### src/rtl/lr_pkg.sv
// Shared types and fixed widths for the line rasterizer.
package lr_pkg;

    localparam int CoordW = 17;
    localparam int WrapW  = 12;

    typedef struct packed {
        logic        valid_res;
        logic        last;
        logic [31:0] color;
    } lr_meta_t;

    typedef struct packed {
        lr_meta_t                   meta;
        logic signed [CoordW-1:0]   x;
        logic signed [CoordW-1:0]   y;
    } lr_raw_t;

    typedef enum logic {
        OP_START = 1'b0,
        OP_STEP  = 1'b1
    } lr_op_t;

endpackage

### src/rtl/lr_walker.sv
// Input register and Bresenham line state, producing one raw pixel word per item.
module lr_walker import lr_pkg::*; (
    input  logic        aclk,
    input  logic        aresetn,
    input  logic        s_valid,
    output logic        s_ready,
    input  logic        s_opcode,
    input  logic [15:0] s_x_start,
    input  logic [15:0] s_y_start,
    input  logic [15:0] s_x_end,
    input  logic [15:0] s_y_end,
    input  logic [31:0] pen_color,
    output logic        raw_valid,
    input  logic        raw_ready,
    output lr_raw_t     raw_word
);

    logic        a_valid_reg;
    lr_op_t      a_op_reg;
    logic [15:0] a_xs_reg, a_ys_reg, a_xe_reg, a_ye_reg;
    logic        a_en, b_en, take;

    logic                     b_valid_reg;
    lr_raw_t                  b_word_reg;

    logic signed [CoordW-1:0] cur_x_reg, cur_y_reg, major_end_reg;
    logic signed [CoordW-1:0] cur_x_next, cur_y_next, major_end_next;
    logic [CoordW-1:0]        abs_dx_reg, abs_dy_reg, abs_dx_next, abs_dy_next;
    logic signed [19:0]       error_term_reg, error_term_next;
    logic                     x_major_reg, minor_up_reg, line_active_reg;
    logic                     x_major_next, minor_up_next, line_active_next;
    lr_raw_t                  word_next;

    assign b_en      = !b_valid_reg || raw_ready;
    assign a_en      = !a_valid_reg || b_en;
    assign take      = a_valid_reg && b_en;
    assign s_ready   = a_en;
    assign raw_valid = b_valid_reg;
    assign raw_word  = b_word_reg;

    always_comb begin
        logic signed [CoordW-1:0] x1, y1, x2, y2, dx, dy;
        logic                     done;
        x1 = {a_xs_reg[15], a_xs_reg};
        y1 = {a_ys_reg[15], a_ys_reg};
        x2 = {a_xe_reg[15], a_xe_reg};
        y2 = {a_ye_reg[15], a_ye_reg};
        dx = x2 - x1;
        dy = y2 - y1;
        done = 1'b0;
        cur_x_next       = cur_x_reg;
        cur_y_next       = cur_y_reg;
        major_end_next   = major_end_reg;
        abs_dx_next      = abs_dx_reg;
        abs_dy_next      = abs_dy_reg;
        error_term_next  = error_term_reg;
        x_major_next     = x_major_reg;
        minor_up_next    = minor_up_reg;
        line_active_next = line_active_reg;
        word_next        = '0;
        if (a_op_reg == OP_START) begin
            abs_dx_next   = dx[CoordW-1] ? CoordW'(-dx) : CoordW'(dx);
            abs_dy_next   = dy[CoordW-1] ? CoordW'(-dy) : CoordW'(dy);
            minor_up_next = (dx[CoordW-1] && dy[CoordW-1]) ||
                            (!dx[CoordW-1] && dx != '0 && !dy[CoordW-1] && dy != '0);
            x_major_next  = abs_dy_next <= abs_dx_next;
            if (x_major_next) begin
                error_term_next = 20'({abs_dy_next, 1'b0}) - 20'(abs_dx_next);
                if (!dx[CoordW-1]) begin
                    cur_x_next = x1; cur_y_next = y1; major_end_next = x2;
                end else begin
                    cur_x_next = x2; cur_y_next = y2; major_end_next = x1;
                end
                done = cur_x_next >= major_end_next;
            end else begin
                error_term_next = 20'({abs_dx_next, 1'b0}) - 20'(abs_dy_next);
                if (!dy[CoordW-1]) begin
                    cur_x_next = x1; cur_y_next = y1; major_end_next = y2;
                end else begin
                    cur_x_next = x2; cur_y_next = y2; major_end_next = y1;
                end
                done = cur_y_next >= major_end_next;
            end
            line_active_next = !done;
            word_next.meta.valid_res = 1'b1;
            word_next.meta.last      = done;
            word_next.meta.color     = pen_color;
            word_next.x              = cur_x_next;
            word_next.y              = cur_y_next;
        end else if (line_active_reg) begin
            if (x_major_reg) begin
                cur_x_next = cur_x_reg + 17'sd1;
                if (error_term_reg[19]) begin
                    error_term_next = error_term_reg + 20'({abs_dy_reg, 1'b0});
                end else begin
                    cur_y_next = minor_up_reg ? cur_y_reg + 17'sd1 : cur_y_reg - 17'sd1;
                    error_term_next = error_term_reg + 20'({abs_dy_reg, 1'b0})
                                      - 20'({abs_dx_reg, 1'b0});
                end
                done = cur_x_next >= major_end_reg;
            end else begin
                cur_y_next = cur_y_reg + 17'sd1;
                if (error_term_reg[19] || error_term_reg == '0) begin
                    error_term_next = error_term_reg + 20'({abs_dx_reg, 1'b0});
                end else begin
                    cur_x_next = minor_up_reg ? cur_x_reg + 17'sd1 : cur_x_reg - 17'sd1;
                    error_term_next = error_term_reg + 20'({abs_dx_reg, 1'b0})
                                      - 20'({abs_dy_reg, 1'b0});
                end
                done = cur_y_next >= major_end_reg;
            end
            line_active_next = !done;
            word_next.meta.valid_res = 1'b1;
            word_next.meta.last      = done;
            word_next.meta.color     = pen_color;
            word_next.x              = cur_x_next;
            word_next.y              = cur_y_next;
        end
    end

    always_ff @(posedge aclk) begin
        if (!aresetn) begin
            a_valid_reg     <= 1'b0;
            b_valid_reg     <= 1'b0;
            cur_x_reg       <= '0;
            cur_y_reg       <= '0;
            major_end_reg   <= '0;
            abs_dx_reg      <= '0;
            abs_dy_reg      <= '0;
            error_term_reg  <= '0;
            x_major_reg     <= 1'b0;
            minor_up_reg    <= 1'b0;
            line_active_reg <= 1'b0;
        end else begin
            if (a_en) begin
                a_valid_reg <= s_valid;
            end
            if (b_en) begin
                b_valid_reg <= a_valid_reg;
            end
            if (take) begin
                cur_x_reg       <= cur_x_next;
                cur_y_reg       <= cur_y_next;
                major_end_reg   <= major_end_next;
                abs_dx_reg      <= abs_dx_next;
                abs_dy_reg      <= abs_dy_next;
                error_term_reg  <= error_term_next;
                x_major_reg     <= x_major_next;
                minor_up_reg    <= minor_up_next;
                line_active_reg <= line_active_next;
            end
        end
    end

    always_ff @(posedge aclk) begin
        if (a_en) begin
            a_op_reg <= lr_op_t'(s_opcode);
            a_xs_reg <= s_x_start;
            a_ys_reg <= s_y_start;
            a_xe_reg <= s_x_end;
            a_ye_reg <= s_y_end;
        end
        if (take) begin
            b_word_reg <= word_next;
        end
    end

endmodule

### src/rtl/lr_addr_map.sv
// Pipeline that wraps raw coordinates onto the screen and forms the framebuffer address.
module lr_addr_map import lr_pkg::*; #(
    parameter int FB_WIDTH  = 1024,
    parameter int FB_HEIGHT = 1024
) (
    input  logic        aclk,
    input  logic        aresetn,
    input  logic        raw_valid,
    output logic        raw_ready,
    input  lr_raw_t     raw_word,
    output logic        m_valid,
    input  logic        m_ready,
    output logic        m_valid_res,
    output logic [9:0]  m_pixel_x,
    output logic [9:0]  m_pixel_y,
    output logic [19:0] m_pixel_address,
    output logic [31:0] m_color,
    output logic        m_last
);

    localparam logic [12:0] W_C    = 13'(FB_WIDTH);
    localparam logic [12:0] H_C    = 13'(FB_HEIGHT);
    localparam int          OFF_X  = FB_WIDTH * ((65536 + FB_WIDTH - 1) / FB_WIDTH);
    localparam int          OFF_Y  = FB_HEIGHT * ((65536 + FB_HEIGHT - 1) / FB_HEIGHT);
    localparam int          SHIFT_X = 18 + $clog2(FB_WIDTH);
    localparam int          SHIFT_Y = 18 + $clog2(FB_HEIGHT);
    localparam longint      RECIP_X = ((64'd1 << SHIFT_X) + FB_WIDTH - 1) / FB_WIDTH;
    localparam longint      RECIP_Y = ((64'd1 << SHIFT_Y) + FB_HEIGHT - 1) / FB_HEIGHT;

    logic              c_valid_reg, d_valid_reg, e_valid_reg;
    logic              c_en, d_en, e_en;
    lr_meta_t          c_meta_reg, d_meta_reg, e_meta_reg;
    logic [17:0]       c_vx_reg, c_vy_reg, c_qx_reg, c_qy_reg;
    logic [WrapW-1:0]  d_rx_reg, d_ry_reg;
    logic [9:0]        e_px_reg, e_py_reg;
    logic [19:0]       e_addr_reg;

    logic [17:0]       vx, vy;
    logic [37:0]       prod_x, prod_y;
    logic [17:0]       rx, ry;
    logic [23:0]       addr;

    assign e_en      = !e_valid_reg || m_ready;
    assign d_en      = !d_valid_reg || e_en;
    assign c_en      = !c_valid_reg || d_en;
    assign raw_ready = c_en;

    assign vx     = 18'({raw_word.x[CoordW-1], raw_word.x}) + 18'(OFF_X);
    assign vy     = 18'({raw_word.y[CoordW-1], raw_word.y}) + 18'(OFF_Y);
    assign prod_x = 38'(vx) * 38'(RECIP_X);
    assign prod_y = 38'(vy) * 38'(RECIP_Y);

    always_comb begin
        logic [17:0] tx, ty;
        tx = c_vx_reg - 18'(c_qx_reg * W_C);
        ty = c_vy_reg - 18'(c_qy_reg * H_C);
        rx = (tx >= 18'(W_C)) ? tx - 18'(W_C) : tx;
        ry = (ty >= 18'(H_C)) ? ty - 18'(H_C) : ty;
    end

    assign addr = 24'(d_ry_reg) * 24'(W_C) + 24'(d_rx_reg);

    always_ff @(posedge aclk) begin
        if (!aresetn) begin
            c_valid_reg <= 1'b0;
            d_valid_reg <= 1'b0;
            e_valid_reg <= 1'b0;
        end else begin
            if (c_en) begin
                c_valid_reg <= raw_valid;
            end
            if (d_en) begin
                d_valid_reg <= c_valid_reg;
            end
            if (e_en) begin
                e_valid_reg <= d_valid_reg;
            end
        end
    end

    always_ff @(posedge aclk) begin
        if (c_en) begin
            c_meta_reg <= raw_word.meta;
            c_vx_reg   <= vx;
            c_vy_reg   <= vy;
            c_qx_reg   <= 18'(prod_x >> SHIFT_X);
            c_qy_reg   <= 18'(prod_y >> SHIFT_Y);
        end
        if (d_en) begin
            d_meta_reg <= c_meta_reg;
            d_rx_reg   <= WrapW'(rx);
            d_ry_reg   <= WrapW'(ry);
        end
        if (e_en) begin
            e_meta_reg <= d_meta_reg;
            e_px_reg   <= d_rx_reg[9:0];
            e_py_reg   <= d_ry_reg[9:0];
            e_addr_reg <= addr[19:0];
        end
    end

    assign m_valid         = e_valid_reg;
    assign m_valid_res     = e_meta_reg.valid_res;
    assign m_last          = e_meta_reg.last;
    assign m_color         = e_meta_reg.color;
    assign m_pixel_x       = e_px_reg;
    assign m_pixel_y       = e_py_reg;
    assign m_pixel_address = e_addr_reg;

endmodule

### src/rtl/line_rasterizer_wrapped.sv
// Top level of the Bresenham line rasterizer with screen wrap and address output.
// An accepted word passes the input register, the line state and the wrap and address stages.
// Throughput: one word per cycle unless m_ready stalls the result port; the line state is updated once per word.
// The wrap and address stages are pipelined and add latency only.
// Reset is synchronous and active low; it clears the line state, the color and the valid flags of all stages.
module line_rasterizer_wrapped import lr_pkg::*; #(
    parameter int FB_WIDTH  = 1024,
    parameter int FB_HEIGHT = 1024
) (
    input  logic        aclk,
    input  logic        aresetn,
    input  logic        cfg_valid,
    output logic        cfg_ready,
    input  logic [31:0] cfg_data,
    input  logic        s_valid,
    output logic        s_ready,
    input  logic        s_opcode,
    input  logic [15:0] s_x_start,
    input  logic [15:0] s_y_start,
    input  logic [15:0] s_x_end,
    input  logic [15:0] s_y_end,
    output logic        m_valid,
    input  logic        m_ready,
    output logic        m_valid_res,
    output logic [9:0]  m_pixel_x,
    output logic [9:0]  m_pixel_y,
    output logic [19:0] m_pixel_address,
    output logic [31:0] m_color,
    output logic        m_last
);

    logic [31:0] pen_color_reg;
    logic        raw_valid, raw_ready;
    lr_raw_t     raw_word;

    assign cfg_ready = 1'b1;

    always_ff @(posedge aclk) begin
        if (!aresetn) begin
            pen_color_reg <= '0;
        end else if (cfg_valid && cfg_ready) begin
            pen_color_reg <= cfg_data;
        end
    end

    lr_walker u_walker (
        .aclk       (aclk),
        .aresetn    (aresetn),
        .s_valid    (s_valid),
        .s_ready    (s_ready),
        .s_opcode   (s_opcode),
        .s_x_start  (s_x_start),
        .s_y_start  (s_y_start),
        .s_x_end    (s_x_end),
        .s_y_end    (s_y_end),
        .pen_color  (pen_color_reg),
        .raw_valid  (raw_valid),
        .raw_ready  (raw_ready),
        .raw_word   (raw_word)
    );

    lr_addr_map #(
        .FB_WIDTH  (FB_WIDTH),
        .FB_HEIGHT (FB_HEIGHT)
    ) u_addr_map (
        .aclk            (aclk),
        .aresetn         (aresetn),
        .raw_valid       (raw_valid),
        .raw_ready       (raw_ready),
        .raw_word        (raw_word),
        .m_valid         (m_valid),
        .m_ready         (m_ready),
        .m_valid_res     (m_valid_res),
        .m_pixel_x       (m_pixel_x),
        .m_pixel_y       (m_pixel_y),
        .m_pixel_address (m_pixel_address),
        .m_color         (m_color),
        .m_last          (m_last)
    );

`ifndef SYNTHESIS
    // A word without a pixel carries all zero fields.
    a_empty_word_zero: assert property (@(posedge aclk) disable iff (!aresetn)
        (m_valid && !m_valid_res) |-> (m_pixel_x == '0 && m_pixel_y == '0 &&
            m_pixel_address == '0 && m_color == '0 && !m_last))
        else $error("empty result word has nonzero fields");

    // The final pixel of a line is always a real pixel.
    a_last_is_pixel: assert property (@(posedge aclk) disable iff (!aresetn)
        (m_valid && m_last) |-> m_valid_res)
        else $error("last flag on a word without a pixel");

    // Reset empties the result stage.
    a_reset_empties: assert property (@(posedge aclk)
        !aresetn |=> !m_valid)
        else $error("result valid after reset");
`endif

endmodule

### config.mk
export PLATFORM = sky130hd
export DESIGN_NAME = line_rasterizer_wrapped
export DESIGN_NICKNAME = d
export VERILOG_FILES = /design/src/rtl/lr_pkg.sv /design/src/rtl/lr_walker.sv /design/src/rtl/lr_addr_map.sv /design/src/rtl/line_rasterizer_wrapped.sv
export SDC_FILE = /design/constraint.sdc
export NUM_CORES = 1
export LEC_CHECK = 0
export ABC_CLOCK_PERIOD_IN_PS = 22800
export BUFFER_PORTS_ARGS = -buffer_cell sky130_fd_sc_hd__buf_2
export CAP_MARGIN = 0
export CORE_AREA = 2 2 270 272
export DETAILED_ROUTE_END_ITERATION = 7
export DIE_AREA = 0 0 272 274
export GPL_TIMING_DRIVEN = 1
export SYNTH_ARGS = -nofsm -noshare
export SYNTH_HDL_FRONTEND = slang
export SYNTH_HIERARCHICAL = 1
export SYNTH_SLANG_ARGS = --single-unit
### constraint.sdc
create_clock -name aclk -period 22.8 [get_ports aclk]
set_input_delay 3.42 -clock aclk [delete_from_list [all_inputs] [get_ports aclk]]
set_output_delay 3.42 -clock aclk [all_outputs]
set_load 0.01 [all_outputs]
Yosys cells after proc, flatten, opt, wreduce, memory -nomap -nowiden:

Cells that the tools add are included.

* register bits after elaboration: 494
* latch bits: 0
* memory bits (writable): 0
* ROM bits: 0
* input port bits: 102
* output and inout bits: 77
* logic and storage cells: 145
* memories: 0

* add/subtract/negate cells: 21
* $mul: 0
* divide/modulo/power cells: 0
* $lt $le $gt $ge: 7
* equal/unequal tests: 1
* shifts and indexed selects: 0
* mux-type cells: 46
* bitwise gates (word level): 1
* reductions and logical operators: 26

Operators with widths (count)
* 17-bit two-way mux: 29
* 20-bit two-way mux: 6
* 17-bit greater-or-equal comparator: 4
* 68-bit two-way mux: 1
* 67-bit two-way mux: 1
* 20-bit by 18-bit adder with 20-bit output: 2
* 20-bit by 18-bit subtractor with 20-bit output: 2
* 18-bit by 17-bit subtractor with 19-bit output: 2
* 18-bit by 17-bit adder with 18-bit output, second input constant: 2
* 18-bit by 11-bit greater-or-equal comparator with 1-bit output, second input constant: 2
* 18-bit subtractor: 2
* 17-bit by 2-bit adder with 17-bit output, second input constant: 2
* 17-bit negator: 2
* 17-bit nonzero test: 2
* 16-bit by 16-bit subtractor with 17-bit output: 2
* 17-bit by 2-bit subtractor with 17-bit output, second input constant: 2
* 20-bit by 12-bit adder with 20-bit output: 1
* 20-bit logical NOT: 1
* 17-bit less-or-equal comparator: 1
* 12-bit two-way mux: 1
* 12-bit by 11-bit subtractor with 12-bit output, second input constant: 1
* 10-bit two-way mux: 1
* 10-bit by 1-bit subtractor with 10-bit output, second input constant: 1
* 1-bit logical NOT: 9
* 6 further kinds: 23

Logic depth before layout (Yosys ltp):

* word-level depth: 11
* depth in mapped cells: 33
* depth with buffers taken out: 26

Modules after synthesis:

The synthesis kept the hierarchy.

Modules (own cells, without submodules)
* lr_walker: times used 1, cells an instance 2714, area an instance 21858.5 um^2, seq. area each 6175.9 um^2
* lr_addr_map: times used 1, cells an instance 202, area an instance 5347.6 um^2, seq. area each 5165.0 um^2
* line_rasterizer_wrapped: times used 1, cells an instance 105, area an instance 1255.0 um^2, seq. area each 640.6 um^2

Least setup slack after synthesis:

Ideal clock, no wire load.

* path type: input -> register
* start point: in m_ready
* end point: reg u_walker.error_term_reg[16]
* setup time: 0.095 ns
* arrival: 10.021 ns
* data required time: 22.705 ns
* slack: 12.684 ns
* stages on the path: 10
* buffers on the path: 1
* cell sequence: and4b_1 > inv_1 > nor2b_1 > nor2b_1 > nand2_1 > nor2_1 > nand2_1 > clkbuf_1 > or4_1 > o311ai_1

* longest elaborated chain between the ends: 6

Ends and longest elaborated chain
* from (decl): RTL line line_rasterizer_wrapped.sv:23 `input logic m_ready,`
* 1-bit logical OR: RTL line lr_addr_map.sv:43 `assign e_en = !e_valid_reg || m_ready;`
* 1-bit logical OR: RTL line lr_addr_map.sv:44 `assign d_en = !d_valid_reg || e_en;`
* 1-bit logical OR: RTL line lr_addr_map.sv:45 `assign c_en = !c_valid_reg || d_en;`
* via raw_ready: RTL line line_rasterizer_wrapped.sv:33 `logic raw_valid, raw_ready;`
* 1-bit logical OR: RTL line lr_walker.sv:34 `assign b_en = !b_valid_reg || raw_ready;`
* 1-bit logical AND: RTL line lr_walker.sv:36 `assign take = a_valid_reg && b_en;`
* via u_walker.take: RTL line lr_walker.sv:21 `logic a_en, b_en, take;`
* 2-bit AND reduction (no line)
* to (signal assigned): RTL line lr_walker.sv:147 `error_term_reg <= error_term_next;`
* to (decl): RTL line lr_walker.sv:29 `logic signed [19:0] error_term_reg, error_term_next;`

The timed path passes the listed nets, and every way through them passes these cells.
A chain may end at the register's enable or synchronous reset.

Final worst setup path:

* start point: in m_ready
* end point: out s_ready

* longest elaborated chain between the ends: 5

Ends and longest elaborated chain
* 1-bit logical OR: RTL line lr_addr_map.sv:43
* 1-bit logical OR: RTL line lr_addr_map.sv:44
* 1-bit logical OR: RTL line lr_addr_map.sv:45
* via raw_ready: RTL line line_rasterizer_wrapped.sv:33
* 1-bit logical OR: RTL line lr_walker.sv:34
* 1-bit logical OR: RTL line lr_walker.sv:35 `assign a_en = !a_valid_reg || b_en;`
* to (decl): RTL line line_rasterizer_wrapped.sv:16 `output logic s_ready,`

The timed path passes the listed nets, and every way through them passes these cells.

==> results_dict.tcl <==
set metrics [dict create \
    crit_top_cell "buf_2" \
    ir_drop_mv 0.06831 \
    fin_skew_ps 30.28 \
    period_share 0.3720 \
    fin_nets 3343 \
    final_common_cell "edfxtp_1" \
    required_ps 19380 \
    netSwitchingFraction 0.3906 \
    clkPwrFrac 0.258 \
    r2r-start "u_walker/a_xs_reg[0]" \
    setup_viol 0 \
    crit_fanout 55 \
    stdcell_count 4053 \
    vias 22450 \
    synth_fp_nets 3273 \
    core_area_mm2 0.07197 \
    rows 99 \
    finalSetupTns_ps 0 \
    final_cell_mix "289 x edfxtp_1, 245 x nand2_1, 238 x nor2_1" \
    largest_reg_flops 54 \
    io_pins 179 \
    grt_use_total 0.2004 \
    worst_slew_pin_slew_ps 1171 \
    pwr-share-comb 0.428 \
    avgSynthCellArea_um2 9.344 \
    grt_max_degree 69 \
    whs_ps 410.6 \
    cp.arrival_ps 5060 \
    grt_pass1_vias 20360 \
    min_to "u_addr_map/m_color[10]" \
    cpMaxStageDelayCell "nor2b_1" \
    drtPass1Iterations 8 \
    tritoncts "done" \
    drv_cap 0 \
    die_height_um 274 \
    hold_path_class "flop to flop" \
    critPathCaptureType "output pin" \
    place_inst 3965 \
    finalCriticalPeriod_ps 8483 \
    status "completed" \
    slew_violations 0 \
    cpPeakStageDelay_ps 440 \
    area_delta_synth_final_pct 11.19 \
    root_buffer "clkbuf_16" \
    p_int_uw 1815 \
    cts_made_buffers 47 \
    hold_depth 0 \
    post_drt_wl_per_cell_um 19.02 \
    cts_max_level 2 \
    place.gp.congestion 0.9322 \
    hpwl_um 56470 \
    rsz0062_at_grt "false" \
    power_frac_seq 0.314 \
    clockBufferDepth 3 \
    wl_um 77090 \
    critPathBufInv 4 \
    p_per_area_mw_per_mm2 96.04 \
    grt_pass1_wl_um 118000 \
    antenna_found_initial 1 \
    die_w_um 272 \
    cts_setup_buffers 0 \
    dp_slack_ps 14290 \
    cts.sinks 433 \
    drive_above_1_share 0.1080 \
    port_buffers 177 \
    insertion_delay_ps 610 \
    crit_family "simple AND/OR/NAND/NOR gates" \
    path_cells "buf_2 > and4b_1 > inv_2 > buf_4 > nor2b_1 > nand2_2 > buf_2" \
    clkTransAtPathRegs_ps 60 \
    max_freq_mhz 117.9 \
    critPathLaunchType "input pin" \
    hold_viol 0 \
    critical_path_class "input pin to output pin" \
    netlist_instances 2985 \
    leakagePower_uw 0.01252 \
    initial_core_util 0.3876 \
    p_switching_uw 1163 \
    r2r_end "u_walker/raw_word[2]" \
    final_antenna_net_count 0 \
    design.die.area_mm2 0.07453 \
    cts.repair.resized 0 \
    r2r_cells 25 \
    r2r_slack_ps 15100 \
    overflow 0 \
    via_per_inst 5.538 \
    worstHoldStart "u_addr_map/d_meta_reg[10]" \
    drtIter0Drc 1855 \
    slew_headroom 0.2194 \
    fin_ws_ps 14320 \
    drc_errors 0 \
    synth-warning-count 6 \
    synth_area_mm2 0.02789 \
    cts_hold_buf 0 \
]
per-stage QoR:
| step | total power (uW) | util | area, um2 |
|---|---|---|---|
| after floorplan | 1861 | - | 27890 |
| after global placement | 2191 | 0.4088 | 29420 |
| after detailed placement | 2197 | 0.4088 | 29420 |
| after CTS | 2980 | 0.4309 | 31010 |
| after global routing | 3158 | 0.4309 | 31010 |
| final | 2979 | 0.4310 | 31010 |
power groups by stage:
| stage | Sequential, uW | Combinational [uW] | Clock [uW] |
|---|---|---|---|
| global placement | 951 | 1240 | 0 |
| floorplan | 936 | 925 | 0 |
| finish | 936 | 1270 | 770 |
| global route | 942 | 1390 | 821 |
| CTS | 935 | 1250 | 792 |
| detailed placement | 952 | 1240 | 0 |
worst max path at each step:
| stage | startpoint | end | slack, ps | cells after the start |
|---|---|---|---|---|
| finish | m_ready | s_ready | 14320 | 7 |
| global route | m_ready | s_ready | 14150 | 7 |
| CTS | m_ready | s_ready | 14270 | 7 |
| detailed placement | m_ready | s_ready | 14290 | 7 |
| global placement | m_ready | s_ready | 14260 | 7 |
| floorplan | m_ready | s_ready | 12950 | 4 |
cell type report:
type | instances | area [um2]
tap | 959 | 1200
clock inverter | 27 | 335.3
fill | 6997 | 40950
multi-input combinational | 2198 | 14910
inverter | 167 | 626.9
clock buffer | 60 | 1255
sequential | 433 | 11560
antenna | 1 | 2.502
timing repair buffer | 208 | 1121
metal layers:
metal,vias up,share of wire,track usage
met5,-,0,0
met4,0,0.029,0.06564
met2,704,0.45,0.3191
met3,120,0.061,0.02846
met1,10530,0.46,0.2800
li1,11090,-,-
(Power assumes the default switching activity.)
